<file path="src/rtl/fr_pkg.sv">
package fr_pkg;

  localparam int unsigned WORD_W = 32;
  localparam int unsigned DEN_W  = 31;
  localparam int unsigned CNT_W  = 5;

  localparam logic [1:0] ST_OK       = 2'd0;
  localparam logic [1:0] ST_ZERO_DEN = 2'd1;
  localparam logic [1:0] ST_OVERFLOW = 2'd2;

  typedef struct packed {
    logic signed [WORD_W-1:0] numerator_in;
    logic signed [WORD_W-1:0] denominator_in;
  } fr_in_t;

  typedef struct packed {
    logic signed [WORD_W-1:0] numerator_out;
    logic [DEN_W-1:0]         denominator_out;
    logic [1:0]               status;
  } fr_out_t;

  // controller to datapath
  typedef struct packed {
    logic load;
    logic norm_step;
    logic gcd_step;
    logic div_init;
    logic div_step;
    logic finish;
  } fr_cmd_t;

  // datapath to controller
  typedef struct packed {
    logic zero_case;
    logic both_even;
    logic gcd_done;
    logic div_last;
    logic out_free;
  } fr_sts_t;

endpackage

</file>
<file path="src/rtl/fr_ctrl.sv">
module fr_ctrl (
  input  logic            clk,
  input  logic            rst_n,
  input  logic            in_valid,
  output logic            in_stall,
  input  fr_pkg::fr_sts_t sts,
  output fr_pkg::fr_cmd_t cmd
);

  localparam logic [2:0] S_IDLE  = 3'd0;
  localparam logic [2:0] S_CHECK = 3'd1;
  localparam logic [2:0] S_NORM  = 3'd2;
  localparam logic [2:0] S_GCD   = 3'd3;
  localparam logic [2:0] S_DIV   = 3'd4;
  localparam logic [2:0] S_FIN   = 3'd5;

  logic [2:0] state_r;
  logic [2:0] state_nxt;

  assign in_stall = (state_r != S_IDLE);

  always_comb begin
    state_nxt = state_r;
    cmd       = '0;
    unique case (state_r)
      S_IDLE: begin
        if (in_valid) begin
          cmd.load  = 1'b1;
          state_nxt = S_CHECK;
        end
      end
      S_CHECK: begin
        if (sts.zero_case) begin
          state_nxt = S_FIN;
        end else begin
          state_nxt = S_NORM;
        end
      end
      S_NORM: begin
        // strip common factors of two first
        if (sts.both_even) begin
          cmd.norm_step = 1'b1;
        end else begin
          state_nxt = S_GCD;
        end
      end
      S_GCD: begin
        if (sts.gcd_done) begin
          cmd.div_init = 1'b1;
          state_nxt    = S_DIV;
        end else begin
          cmd.gcd_step = 1'b1;
        end
      end
      S_DIV: begin
        cmd.div_step = 1'b1;
        if (sts.div_last) begin
          state_nxt = S_FIN;
        end
      end
      S_FIN: begin
        if (sts.out_free) begin
          cmd.finish = 1'b1;
          state_nxt  = S_IDLE;
        end
      end
      default: begin
        state_nxt = S_IDLE;
      end
    endcase
  end

  always_ff @(posedge clk) begin
    if (!rst_n) begin
      state_r <= S_IDLE;
    end else begin
      state_r <= state_nxt;
    end
  end

endmodule

</file>
<file path="src/rtl/fr_datapath.sv">
module fr_datapath (
  input  logic            clk,
  input  logic            rst_n,
  input  fr_pkg::fr_in_t  in_data,
  input  fr_pkg::fr_cmd_t cmd,
  output fr_pkg::fr_sts_t sts,
  output logic            out_valid,
  input  logic            out_stall,
  output fr_pkg::fr_out_t out_data
);

  localparam int unsigned W = fr_pkg::WORD_W;

  function automatic logic [W-1:0] magnitude(input logic [W-1:0] v);
    return v[W-1] ? (~v + W'(1)) : v;
  endfunction

  // one restoring division bit: returns {remainder, quotient shift register}
  function automatic logic [2*W-1:0] div_bit(input logic [W-1:0] rem,
                                             input logic [W-1:0] q,
                                             input logic [W-1:0] dvs);
    logic [W:0] trial;
    logic [W:0] diff;
    trial = {rem, q[W-1]};
    diff  = trial - {1'b0, dvs};
    if (!diff[W]) begin
      return {diff[W-1:0], q[W-2:0], 1'b1};
    end
    return {trial[W-1:0], q[W-2:0], 1'b0};
  endfunction

  logic [W-1:0]              a_r, a_nxt, b_r, b_nxt;
  logic [W-1:0]              mn_r, mn_nxt, md_r, md_nxt;
  logic [W-1:0]              g_r, g_nxt;
  logic [W-1:0]              qn_r, qn_nxt, qd_r, qd_nxt;
  logic [W-1:0]              rn_r, rn_nxt, rd_r, rd_nxt;
  logic [fr_pkg::CNT_W-1:0]  k_r, k_nxt, cnt_r, cnt_nxt;
  logic                      zn_r, zn_nxt, zd_r, zd_nxt, neg_r, neg_nxt;
  logic                      out_valid_r, out_valid_nxt;
  fr_pkg::fr_out_t           out_r, out_nxt;
  logic [W-1:0]              diff_ab, diff_ba;
  logic [2*W-1:0]            div_n, div_d;

  assign diff_ab = a_r - b_r;
  assign diff_ba = b_r - a_r;
  assign div_n   = div_bit(rn_r, qn_r, g_r);
  assign div_d   = div_bit(rd_r, qd_r, g_r);

  assign sts.zero_case = zn_r | zd_r;
  assign sts.both_even = ~a_r[0] & ~b_r[0];
  assign sts.gcd_done  = (a_r == b_r);
  assign sts.div_last  = (cnt_r == {fr_pkg::CNT_W{1'b1}});
  assign sts.out_free  = ~out_valid_r | ~out_stall;

  assign out_valid = out_valid_r;
  assign out_data  = out_r;

  always_comb begin
    a_nxt   = a_r;
    b_nxt   = b_r;
    mn_nxt  = mn_r;
    md_nxt  = md_r;
    g_nxt   = g_r;
    qn_nxt  = qn_r;
    qd_nxt  = qd_r;
    rn_nxt  = rn_r;
    rd_nxt  = rd_r;
    k_nxt   = k_r;
    cnt_nxt = cnt_r;
    zn_nxt  = zn_r;
    zd_nxt  = zd_r;
    neg_nxt = neg_r;
    if (cmd.load) begin
      a_nxt   = magnitude(in_data.numerator_in);
      b_nxt   = magnitude(in_data.denominator_in);
      mn_nxt  = magnitude(in_data.numerator_in);
      md_nxt  = magnitude(in_data.denominator_in);
      k_nxt   = '0;
      zn_nxt  = (in_data.numerator_in == '0);
      zd_nxt  = (in_data.denominator_in == '0);
      neg_nxt = in_data.numerator_in[W-1] ^ in_data.denominator_in[W-1];
    end
    if (cmd.norm_step) begin
      a_nxt = a_r >> 1;
      b_nxt = b_r >> 1;
      k_nxt = k_r + fr_pkg::CNT_W'(1);
    end
    if (cmd.gcd_step) begin
      // binary gcd: odd minus odd is even, so shift right in the same step
      if (!a_r[0]) begin
        a_nxt = a_r >> 1;
      end else if (!b_r[0]) begin
        b_nxt = b_r >> 1;
      end else if (a_r > b_r) begin
        a_nxt = diff_ab >> 1;
      end else begin
        b_nxt = diff_ba >> 1;
      end
    end
    if (cmd.div_init) begin
      g_nxt   = a_r << k_r;
      qn_nxt  = mn_r;
      qd_nxt  = md_r;
      rn_nxt  = '0;
      rd_nxt  = '0;
      cnt_nxt = '0;
    end
    if (cmd.div_step) begin
      rn_nxt  = div_n[2*W-1:W];
      qn_nxt  = div_n[W-1:0];
      rd_nxt  = div_d[2*W-1:W];
      qd_nxt  = div_d[W-1:0];
      cnt_nxt = cnt_r + fr_pkg::CNT_W'(1);
    end
  end

  always_comb begin
    out_nxt       = out_r;
    out_valid_nxt = out_valid_r & out_stall;
    if (cmd.finish) begin
      out_valid_nxt = 1'b1;
      if (zd_r) begin
        out_nxt.numerator_out   = '0;
        out_nxt.denominator_out = '0;
        out_nxt.status          = fr_pkg::ST_ZERO_DEN;
      end else if (zn_r) begin
        out_nxt.numerator_out   = '0;
        out_nxt.denominator_out = fr_pkg::DEN_W'(1);
        out_nxt.status          = fr_pkg::ST_OK;
      end else if (qn_r[W-1] || qd_r[W-1]) begin
        out_nxt.numerator_out   = '0;
        out_nxt.denominator_out = '0;
        out_nxt.status          = fr_pkg::ST_OVERFLOW;
      end else begin
        out_nxt.numerator_out   = neg_r ? (W'(0) - qn_r) : qn_r;
        out_nxt.denominator_out = qd_r[fr_pkg::DEN_W-1:0];
        out_nxt.status          = fr_pkg::ST_OK;
      end
    end
  end

  always_ff @(posedge clk) begin
    if (!rst_n) begin
      out_valid_r <= 1'b0;
    end else begin
      out_valid_r <= out_valid_nxt;
    end
  end

  always_ff @(posedge clk) begin
    a_r   <= a_nxt;
    b_r   <= b_nxt;
    mn_r  <= mn_nxt;
    md_r  <= md_nxt;
    g_r   <= g_nxt;
    qn_r  <= qn_nxt;
    qd_r  <= qd_nxt;
    rn_r  <= rn_nxt;
    rd_r  <= rd_nxt;
    k_r   <= k_nxt;
    cnt_r <= cnt_nxt;
    zn_r  <= zn_nxt;
    zd_r  <= zd_nxt;
    neg_r <= neg_nxt;
    out_r <= out_nxt;
  end

endmodule

</file>
<file path="src/rtl/fraction_reducer_core.sv">
// Reduces a signed fraction to lowest terms, one item at a time. The sign goes
// on numerator_out and denominator_out is positive; a zero denominator gives
// status 1 with 0/0, a zero numerator gives 0/1, and a result needing 2^31
// gives status 2 with 0/0. After acceptance a check state sends the zero
// cases straight to writing the result; otherwise the block removes common
// factors of two, runs binary-gcd subtract-and-shift steps, divides both
// magnitudes by the gcd with bit-serial restoring division, and then writes
// the result to the output register. in_stall is high from acceptance until
// the result is placed in the output register, which holds it while out_stall
// is high; a result that is still waiting holds the next one back.
module fraction_reducer_core (
  input  logic            clk,
  input  logic            rst_n,
  input  logic            in_valid,
  output logic            in_stall,
  input  fr_pkg::fr_in_t  in_data,
  output logic            out_valid,
  input  logic            out_stall,
  output fr_pkg::fr_out_t out_data
);

  fr_pkg::fr_cmd_t cmd;
  fr_pkg::fr_sts_t sts;

  fr_ctrl u_ctrl (
    .clk      (clk),
    .rst_n    (rst_n),
    .in_valid (in_valid),
    .in_stall (in_stall),
    .sts      (sts),
    .cmd      (cmd)
  );

  fr_datapath u_datapath (
    .clk       (clk),
    .rst_n     (rst_n),
    .in_data   (in_data),
    .cmd       (cmd),
    .sts       (sts),
    .out_valid (out_valid),
    .out_stall (out_stall),
    .out_data  (out_data)
  );

  // an accepted item keeps the input closed while it is worked on
  a_busy_after_accept: assert property (@(posedge clk) disable iff (!rst_n)
    in_valid && !in_stall |=> in_stall)
    else $error("input reopened right after accepting an item");

  // a result is only written when the output register is free or draining
  a_no_overwrite: assert property (@(posedge clk) disable iff (!rst_n)
    cmd.finish |-> (!out_valid || !out_stall))
    else $error("result written over a stalled result");

  a_ok_den_nonzero: assert property (@(posedge clk) disable iff (!rst_n)
    out_valid && out_data.status == fr_pkg::ST_OK |-> out_data.denominator_out != '0)
    else $error("ok result with zero denominator");

  a_err_zeroed: assert property (@(posedge clk) disable iff (!rst_n)
    out_valid && out_data.status != fr_pkg::ST_OK |->
      out_data.numerator_out == '0 && out_data.denominator_out == '0)
    else $error("error result with nonzero fields");

endmodule

</file>
<file path="config.mk">
export PLATFORM = sky130hd
export DESIGN_NAME = fraction_reducer_core
export DESIGN_NICKNAME = d
export VERILOG_FILES = /design/src/rtl/fr_pkg.sv /design/src/rtl/fr_ctrl.sv /design/src/rtl/fr_datapath.sv /design/src/rtl/fraction_reducer_core.sv
export SDC_FILE = /design/constraint.sdc
export NUM_CORES = 1
export LEC_CHECK = 0
export BUFFER_PORTS_ARGS = -buffer_cell sky130_fd_sc_hd__clkbuf_2
export CAP_MARGIN = 20
export CORE_ASPECT_RATIO = 0.7
export CORE_MARGIN = 2
export CORE_UTILIZATION = 55
export CTS_BUF_LIST = sky130_fd_sc_hd__clkbuf_4 sky130_fd_sc_hd__clkbuf_8
export DETAILED_ROUTE_END_ITERATION = 7
export GPL_TIMING_DRIVEN = 0
export PLACE_DENSITY_LB_ADDON = 0.1
export REMOVE_ABC_BUFFERS = 1
export SETUP_SLACK_MARGIN = 0.3
export SLEW_MARGIN = 20
export SYNTH_ARGS = -nofsm -noshare
export SYNTH_HDL_FRONTEND = slang
export SYNTH_HIERARCHICAL = 1
export SYNTH_SLANG_ARGS = --single-unit
export TNS_END_PERCENT = 30
</file>
<file path="constraint.sdc">
create_clock -name clk -period 5.1 [get_ports clk]
set_input_delay 0.255 -clock clk [delete_from_list [all_inputs] [get_ports clk]]
set_output_delay 0.255 -clock clk [all_outputs]
set_load 0.02 [all_outputs]
</file>
# ---- Word-level counts from Yosys, hierarchy flattened
# Index checks and enable logic that the tools add are counted.
dict set report totals {
  reg_bits 370
  latch_bits 0
  mem_bits_rw 0
  mem_bits_ro 0
  input_bits 68
  wordCells 113
  n_memories 0
}
dict set report op_classes {
  n_addsub 9
  n_mul 0
  n_div 0
  order_cmp 1
  n_eq_ne 12
  shift 1
  muxes 48
  bitwise 11
  n_reduce_logical 10
}
# cell count
set ops {}
lappend ops {{$mux W32} 22}
lappend ops {{$mux W64} 2}
lappend ops {{$sub A33 B32 Y33} 2}
lappend ops {{$add A32 B1 Y32 const B} 2}
lappend ops {{$logic_not A32 Y1} 2}
lappend ops {{$not A32 Y32} 2}
lappend ops {{$sub A32 B32 Y32} 2}
lappend ops {{$eq A32 B32 Y1} 1}
lappend ops {{$gt A32 B32 Y1} 1}
lappend ops {{$shl A32 B5 Y32} 1}
lappend ops {{$sub A1 B32 Y32 const A} 1}
lappend ops {{$mux W3} 8}
lappend ops {{$mux W5} 4}
lappend ops {{$pmux W3 S6} 1}
lappend ops {{$add A5 B1 Y5 const B} 2}
lappend ops {{$mux W1} 10}
lappend ops {{$ne A2 B2 Y1 const B} 5}
lappend ops {{$eq A3 B2 Y1 const B} 2}
lappend ops {{$eq A3 B3 Y1 const B} 2}
lappend ops {{$eq A5 B5 Y1 const B} 1}
lappend ops {{$reduce_and A5 Y1} 1}
lappend ops {{$not A1 Y1} 4}
lappend ops {{$reduce_bool A2 Y1} 2}
lappend ops {{$eq A3 B1 Y1 const B} 1}
lappend ops {{9 further kinds} 11}

# ---- Depth between registers and ports, before layout
# Gate-level depths: netlist of the first run.
dict set report depth {
  depth_word 9
  mapped_depth 16
}

# ---- Hierarchy
# The synthesis of the first run kept the hierarchy.
# module n_inst cells_per_inst area_each_um2 seq_area_each_um2
set modules_own_cells {}
lappend modules_own_cells {fr_datapath 1 2586 24805.0 10369.9}
lappend modules_own_cells {fr_ctrl 1 34 266.5 60.1}

# ---- Worst setup path before layout of the first run
# No wires, ideal clock.
dict set report synth_path {
  path_type {reg-to-reg}
  from {reg u_ctrl.state_r[1]}
  to {reg u_datapath.b_r[29]}
  arrival_ns 5.323
  required_time_ns 4.968
  slack_ns -0.355
  path_stages_with_launch 9
  period_less_slack_ns 5.455
  path_cell_list {dfxtp_1 -> buf_6 -> or3_4 -> nor2_1 -> clkbuf_1 -> buf_1 -> clkbuf_1 -> mux2i_1 -> o211ai_1}
}
# element line_no
set synth_lines {}
lappend synth_lines {{start, declared} fr_ctrl.sv:17} ;# logic [2:0] state_r;
lappend synth_lines {{start signal, assigned} fr_ctrl.sv:77} ;# state_r <= state_nxt;
lappend synth_lines {{end signal, assigned} fr_datapath.sv:152} ;# b_r <= b_nxt;
lappend synth_lines {{end, declared} fr_datapath.sv:32} ;# logic [W-1:0] a_r, a_nxt, b_r, b_nxt;

# ---- Worst setup path after layout of the first run
dict set report layout_path {
  from {reg u_datapath.b_r[0]}
  to {reg u_datapath.b_r[25]}
}
dict set report layout_between {
  elab_chain_cells 9
  word_cells_on_any_way 14
  classes_between {add/sub (1); order compare (1); eq/ne (1); mux (9); bitwise (2)}
}
# element line_no
set layout_rtl {}
lappend layout_rtl {{branches (longest 8 deep; another with $sub A32 B32 Y32)} n/a}
lappend layout_rtl {{$mux W32 (*)} fr_datapath.sv:88} ;# if (cmd.gcd_step) begin
lappend layout_rtl {{named net u_datapath.b_nxt[25]} fr_datapath.sv:32}
# Mark *: on every way through the listed nets, which the timed path passes.
# A chain may end at the register's enable or synchronous reset.

==> flow_summary_export.csv, run 1 <==
group,metric,value,unit
place,hpwl,59.0,mm
global_routing,grt_first_pass_wirelength,117,mm
worst_setup_path,r2r-start,"u_datapath/b_r[0]",
die,row_count,65,
place,portBuffers,134,
routing,top_layer,"met4",
sta,setup_tns,0,ns
cts,root_buffer,"clkbuf_8",
sta,hold_viol,0,
worst_hold_path,min_delay_path_depth,2,
worst_hold_path,min_to,"u_datapath/mn_r[18]",
cts,htree_levels,2,
global_routing,grt_max_degree,52,
yosys,synth_seq_area_share,41.6,%
finish,regArea,0.0104,sq mm
place,gp_congestion,0.997,
worst_setup_path,worstSetupPathType,"reg2reg",
finish,area_growth,12.9,%
worst_hold_path,min_path_type,"in2reg",
sta,rsz0062_at_grt,"true",
routing,vias,21215,
yosys,ys.warnings.count,6,
yosys,synth.avg_cell_area,9.57,sq um
worst_setup_path,timing.rr.end,"u_datapath/b_r[25]",
die,core_area,0.0451,sq mm
worst_setup_path,crit_arrival,5.27,ns
yosys,synth-edff-count,302,
die,die-area,0.0473,sq mm
global_routing,grt_util_all_layers,32.1,%
routing,drt_iter0_drc,2792,
finish,final_area,0.0283,sq mm
sta,setup_violations,0,
finish,fill_cells,3787,
finish,fin_nets,2976,
worst_setup_path,cp_max_fo,10,
global_routing,grt_pass1_vias,19566,
global_routing,antenna_found_initial,1,
sta,finalCriticalPeriod,4.72,ns
finish,drive_above_1_share,14.2,%
routing,routed_wl,77.5,mm
cts,cts_made_buffers,59,
yosys,synth-seq-cells,370,
sta,max_slew_margin,19.6,%
cts,max-clock-path-buffers,3,
finish,final_common_cell,"edfxtp_1",
die,die_h,183,um
yosys,synthCells,2620,
worst_setup_path,endpoint_kind,"register",
worst_setup_path,ff2ff_path_depth,13,
power_and_ir_drop,vdd_drop_max,313,uV
power_and_ir_drop,p_leak,0.0114,uW
routing,wl_met3,8.93,mm
routing,wl_met2,29.7,mm
yosys,yosysTopAreaCell,"edfxtp_1",
place,dp.cells,3260,
sta,tightest_slew,1.19,ns
cts,clk_pin_slew,0.07,ns
finish,layout_common_cells,"edfxtp_1 (302), nand2_1 (266), nor2_1 (196), a21oi_1 (183), o21ai_0 (170)",
finish,multi_input_area,0.0137,sq mm
worst_setup_path,start_kind,"register",
place,placed_area,0.0265,sq mm
finish,diodes,0,
die,ioPinCount,135,
worst_hold_path,hold_start,"in_data[50]",
global_routing,grt.overflow.total,0,
die,start_util,55.6,%
finish,final_util,62.8,%
worst_setup_path,r2r_slack,0.38,ns
yosys,yosys-top-cells-area,"edfxtp_1 (36%), ha_1 (6.7%), dfxtp_1 (5.4%)",
cts,cts_tree,"done",
sta,fin_crit_sh,92.6,%
routing,drc,0,
finish,final-instance-count-excl-fill,3422,
sta,skew,0.0378,ns
sta,fmax,212,MHz
cts,cts_num_sinks,370,
routing,wl_per_cell,22.6,um
yosys,synth_cell_types,78,
routing,wl_met1,37.7,mm
routing,viasPerCell,6.20,
yosys,synth_flop_cell,"edfxtp_1",
yosys,yosysTopAreaCellShare,36.2,%
sta,finalMaxSlewViolations,0,
power_and_ir_drop,power_density,539,mW/mm^2
status,status,"finished clean",
cts,insertion_delay,0.70,ns
run,drv_cap,0,
yosys,async_flop_share,0,%
die,die_width,259,um
worst_setup_path,cp.required,5.65,ns
yosys,netlist_area,0.0251,sq mm
routing,drtAntennaViolNets,0,
routing,first_pass_iters,8,
final cells by class:
type | count | area share (%)
Clock buffer | 84 | 3.66
Inverter | 153 | 2.03
Sequential cell | 370 | 36.8
Multi-Input combinational cell | 1970 | 48.3
Timing Repair Buffer | 216 | 5.87
Clock inverter | 26 | 0.610
Tap cell | 603 | 2.66
state kept, by name (all words and copies together) (netlist names), 3 cells and up:
| name | flops |
|---|---|
| u_datapath/k_r | 5 |
| u_datapath/qn_r | 32 |
| u_datapath/md_r | 32 |
| u_datapath/g_r | 32 |
| u_datapath/b_r | 32 |
| u_datapath/rd_r | 32 |
| u_datapath/mn_r | 32 |
| u_datapath/rn_r | 32 |
| u_datapath/qd_r | 32 |
| u_datapath/cnt_r | 5 |
| u_ctrl/state_r | 3 |
| u_datapath/a_r | 32 |
| u_datapath/out_data | 65 |
what timing repair did:
| action | 4_1_cts | 5_1_grt |
|---|---|---|
| endpoints found under the setup margin | 136 | 232 |
| setup buffers | 0 | 2 |
| gates cloned | 0 | 0 |
| gates resized for setup | 4 | 9 |
| endpoints found under the hold margin | 51 | 0 |
| hold buffers | 48 | 0 |
worst max-delay path by stage:
stage | from | depth (start not counted) | to
6_report | u_datapath/b_r[0] | 13 | u_datapath/b_r[25]
5_1_grt | u_datapath/b_r[0] | 13 | u_datapath/b_r[25]
4_1_cts | u_datapath/a_r[13] | 10 | u_datapath/qd_r[7]
3_5_place_dp | u_datapath/qd_r[31] | 13 | u_datapath/rd_r[27]
3_3_place_gp | u_ctrl/state_r[2] | 3 | u_datapath/rn_r[0]
2_1_floorplan | u_ctrl/state_r[0] | 7 | u_datapath/b_r[24]
critical path, cell delays in order (launching register included):
cell      delay (ns)
dfxtp_1         0.60
inv_1           0.32
ha_1            0.30
fa_1            0.44
nor2b_1         0.14
o21ai_0         0.10
a21boi_0        0.28
o21ai_0         0.18
a21o_1          0.23
o21ai_0         0.83
a21oi_1         0.33
o21ai_0         0.30
xnor2_1         0.31
o221ai_1        0.21
per-layer routing:
layer	GRT usage [%]	vias up
li1	-	9878
met1	51.4	10290
met2	42.5	958
met3	8.78	89
met4	6.25	0
met5	0	-
stage by stage:
stage	hold slack (ns)	setup slack (ns)	power (uW)
4_1_cts	0.00180	0.239	14900
3_5_place_dp	0.518	-0.222	12200
2_1_floorplan	0.354	-4.93	9760
6_report	0.0377	0.377	15300
5_1_grt	0.0134	0.165	16000
3_3_place_gp	0.503	-11.20	12200
report_power, final:
group          switching (uW)  leakage [uW]  internal (uW)
Clock                    1300      0.000650           1370
Combinational            5000       0.00739           2950
Sequential                739       0.00337           3900
logic make-up (layout without fill, tap and decap cells):
family                     count (synthesis)  in the layout  synth area share (%)
and+or+nand+nor                          765            765                  14.5
AOI/OAI and AO/OA                        703            703                  18.1
DFF                                      370            370                  41.6
buffers and inverters                    280            479                  4.34
xor gates and xnor gates                 185            185                  6.46
muxes                                    179            179                  7.99
adders and majority gates                138            138                  7.01
synth_stat cells (12+ instances only):
library cell  instances
a211oi_1             28
a21o_1               58
a21oi_1             185
a31oi_1              20
and2_1               43
and3_1               27
buf_1                21
clkbuf_1             92
dfxtp_1              68
edfxtp_1            302
ha_1                134
inv_1               151
mux2_2               69
mux2i_1             100
nand2_1             270
nand2b_1             21
nand3_1              33
nand4_1              16
nor2_1              201
nor2b_1              33
nor3_1               38
o211ai_1             19
o21a_1               28
o21ai_0             170
o21bai_1             15
o221ai_1             13
o22ai_1              14
o31ai_1              37
or3_1                22
or4_1                12
xnor2_1             115
xor2_1               70
(Power assumes the default switching activity.)
==> run 2, diff against run 1 <==
--- a/config.mk
+++ b/config.mk
@@ -5,6 +5,7 @@
 export SDC_FILE = /design/constraint.sdc
 export NUM_CORES = 1
 export LEC_CHECK = 0
+export ABC_AREA = 1
 export BUFFER_PORTS_ARGS = -buffer_cell sky130_fd_sc_hd__clkbuf_2
 export CAP_MARGIN = 20
 export CORE_ASPECT_RATIO = 0.7
==> run 2 against run 1 <==
Clock power rose by 5%. Critical path depth grew 4. Sequential cell count unchanged. Register-to-register slack got worse by 0.08 ns. Utilization fell by 1.3 points. Total power increased by 32%. Sequential power up 14%. Critical endpoint is now u_datapath/b_r[2]. Setup slack worse by 0.076 ns. Synthesized cell count increased by 52%. Cell area grew 10%.
==> flow_summary_export.csv, run 2 <==
group,metric,value,unit
finish,fin_nets,4298,
worst_setup_path,crit_arrival,5.32,ns
yosys,synth-seq-cells,370,
finish,area_growth,10.5,%
yosys,yosys-top-cells-area,"edfxtp_1 (32%), nand2_1 (14%), nor2_1 (6.5%)",
finish,largest_reg_flops,65,
sta,skew,0.0619,ns
yosys,synthCells,3982,
die,core_area,0.0508,sq mm
yosys,yosysTopAreaCell,"edfxtp_1",
worst_setup_path,cp.required,5.63,ns
worst_setup_path,cp_max_fo,44,
power_and_ir_drop,power_density,644,mW/mm^2
power_and_ir_drop,power.share.sequential,26.3,%
cts,clk_pin_slew,0.07,ns
yosys,ys.warnings.count,6,
die,die_h,194,um
status,status,"finished clean",
yosys,netlist_area,0.0283,sq mm
yosys,synth_cell_types,57,
sta,hold_slack,0.0449,ns
cts,insertion_delay,0.71,ns
sta,fin_crit_sh,94.1,%
global_routing,grt_first_pass_wirelength,156,mm
power_and_ir_drop,p_int,9300,uW
finish,final_common_cell,"nand2_1",
worst_setup_path,start_kind,"register",
power_and_ir_drop,power.switching,10800,uW
routing,drc,0,
cts,htree_levels,2,
sta,fmax,208,MHz
cts,cts_num_sinks,370,
run,drv_cap,0,
sta,finalCriticalPeriod,4.80,ns
cts,root_buffer,"clkbuf_8",
place,place_ws,-0.830,ns
global_routing,antenna_found_initial,2,
worst_setup_path,r2r_slack,0.30,ns
yosys,async_flop_share,0,%
sta,max_slew_margin,30.0,%
power_and_ir_drop,comb_power_share,59.8,%
sta,tightest_slew,1.05,ns
worst_setup_path,endpoint_kind,"register",
global_routing,grt_max_degree,94,
yosys,synth.avg_cell_area,7.10,sq um
power_and_ir_drop,switching_share,53.8,%
finish,drive_above_1_share,9.10,%
finish,fill_cells,4836,
cts,cts_made_buffers,59,
die,row_count,69,
power_and_ir_drop,p_leak,0.0144,uW
place,placed_area,0.0295,sq mm
routing,first_pass_iters,7,
die,die-area,0.0533,sq mm
yosys,synth_common_cells,"nand2_1 (1071), nor2_1 (493), inv_1 (469)",
worst_setup_path,worstSetupPathType,"reg2reg",
yosys,yosysTopAreaCellShare,32.1,%
finish,multi_input_area,0.0154,sq mm
routing,routed_wl,106,mm
die,die_width,275,um
finish,layout_common_cells,"nand2_1 (1070), nor2_1 (488), inv_1 (461), o21ai_0 (325), edfxtp_1 (302)",
power_and_ir_drop,clkPwrFrac,14.0,%
yosys,synth_seq_area_share,36.9,%
yosys,synth-edff-count,302,
place,hpwl,83.4,mm
sta,finalMaxSlewViolations,0,
cts,cts_tree,"done",
routing,drt_iter0_drc,4569,
sta,worst_slack,0.301,ns
power_and_ir_drop,vdd_drop_max,423,uV
routing,vias,28260,
die,ioPinCount,135,
routing,drtAntennaViolNets,0,
yosys,yosysMostFrequentCell,"nand2_1",
sta,hold_viol,0,
sta,rsz0062_at_grt,"true",
global_routing,grt_util_all_layers,39.4,%
place,gp_congestion,1.05,
global_routing,grt_pass1_vias,24981,
global_routing,grt.overflow.total,0,
finish,final_area,0.0313,sq mm
routing,wl_per_cell,22.1,um
die,start_util,55.7,%
finish,final_util,61.6,%
place,portBuffers,134,
cts,max-clock-path-buffers,3,
routing,viasPerCell,5.86,
yosys,synth_flop_cell,"edfxtp_1",
sta,setup_violations,0,
worst_hold_path,min_path_type,"in2reg",
finish,regArea,0.0104,sq mm
run 2: metal layers:
| metal | GRT usage, % | vias to the layer above | routed length [um] |
|---|---|---|---|
| met5 | 1.81 | - | 137 |
| met4 | 7.41 | 2 | 1790 |
| met3 | 20.7 | 117 | 19800 |
| met2 | 46.3 | 1744 | 36400 |
| met1 | 61.4 | 13037 | 48300 |
| li1 | - | 13360 | - |
run 2: worst paths after layout:
check / cells after the start / endpoint / startpoint
worst max-delay path: 17 / u_datapath/b_r[2] / u_datapath/a_r[0]
worst min-delay path: 3 / u_datapath/mn_r[24] / in_data[56]
worst max register to register: 17 / u_datapath/b_r[2] / u_datapath/a_r[0]
worst min register to register: 2 / u_datapath/qn_r[0] / u_datapath/mn_r[0]
run 2: layout make-up:
| type | count | share of cell area, % |
|---|---|---|
| Antenna cell | 4 | 0.0320 |
| Clock buffer | 77 | 3.13 |
| Clock inverter | 34 | 0.957 |
| Inverter | 482 | 5.85 |
| Multi-Input combinational cell | 2982 | 49.2 |
| Sequential cell | 370 | 33.4 |
| Tap cell | 674 | 2.70 |
| Timing Repair Buffer | 194 | 4.76 |
| Timing Repair inverter | 3 | 0.0480 |
run 2: power by group through the flow:
stage               Clock [uW]  Sequential, uW  Combinational (uW)
CTS                       2830            5180               11400
floorplan                    0            4990                7480
global placement             0            5350               11000
detailed placement           0            5230               11300
global route              2970            5310               13000
finish                    2810            5280               12000
run 2: cells by family after synthesis:
logic type | synth area share (%)
xor+xnor | 3.75
buf+inv | 9.04
simple gates | 28.5
mux | 0.425
fa+ha+maj | 6.21
compound gates | 15.2
flops | 36.9
run 2: metrics by stage:
| step | std cells | total power (uW) | setup TNS (ns) |
|---|---|---|---|
| after floorplan | 3834 | 12500 | -200.51 |
| after global placement | 4642 | 16300 | -1032.87 |
| after detailed placement | 4661 | 16500 | -15.68 |
| after CTS | 4812 | 19400 | 0 |
| after global routing | 4817 | 21300 | 0 |
| final | 4820 | 20100 | 0 |
run 2: worst max-delay path, cell delays in order, from the launching register on:
cell        delay (ns)
dfxtp_2           0.67
clkinvlp_4        0.30
ha_1              0.31
fa_1              0.46
inv_1             0.29
nand3_1           0.12
nand2_1           0.37
nand2_1           0.09
nand2_1           0.20
nand2_2           0.07
nand2_2           0.15
nand2_2           0.09
nand2_4           0.09
nand3_4           0.49
nand2_4           0.43
inv_2             0.26
o211ai_1          0.15
o21ai_1           0.11
run 2: what timing repair did:
action                                  CTS  global route
hold buffers                             36             0
buffers inserted                          1             4
cloned                                    3             0
gates resized for setup                   5             1
endpoints found under the setup margin  123            62
hold endpoints to repair                 41             0
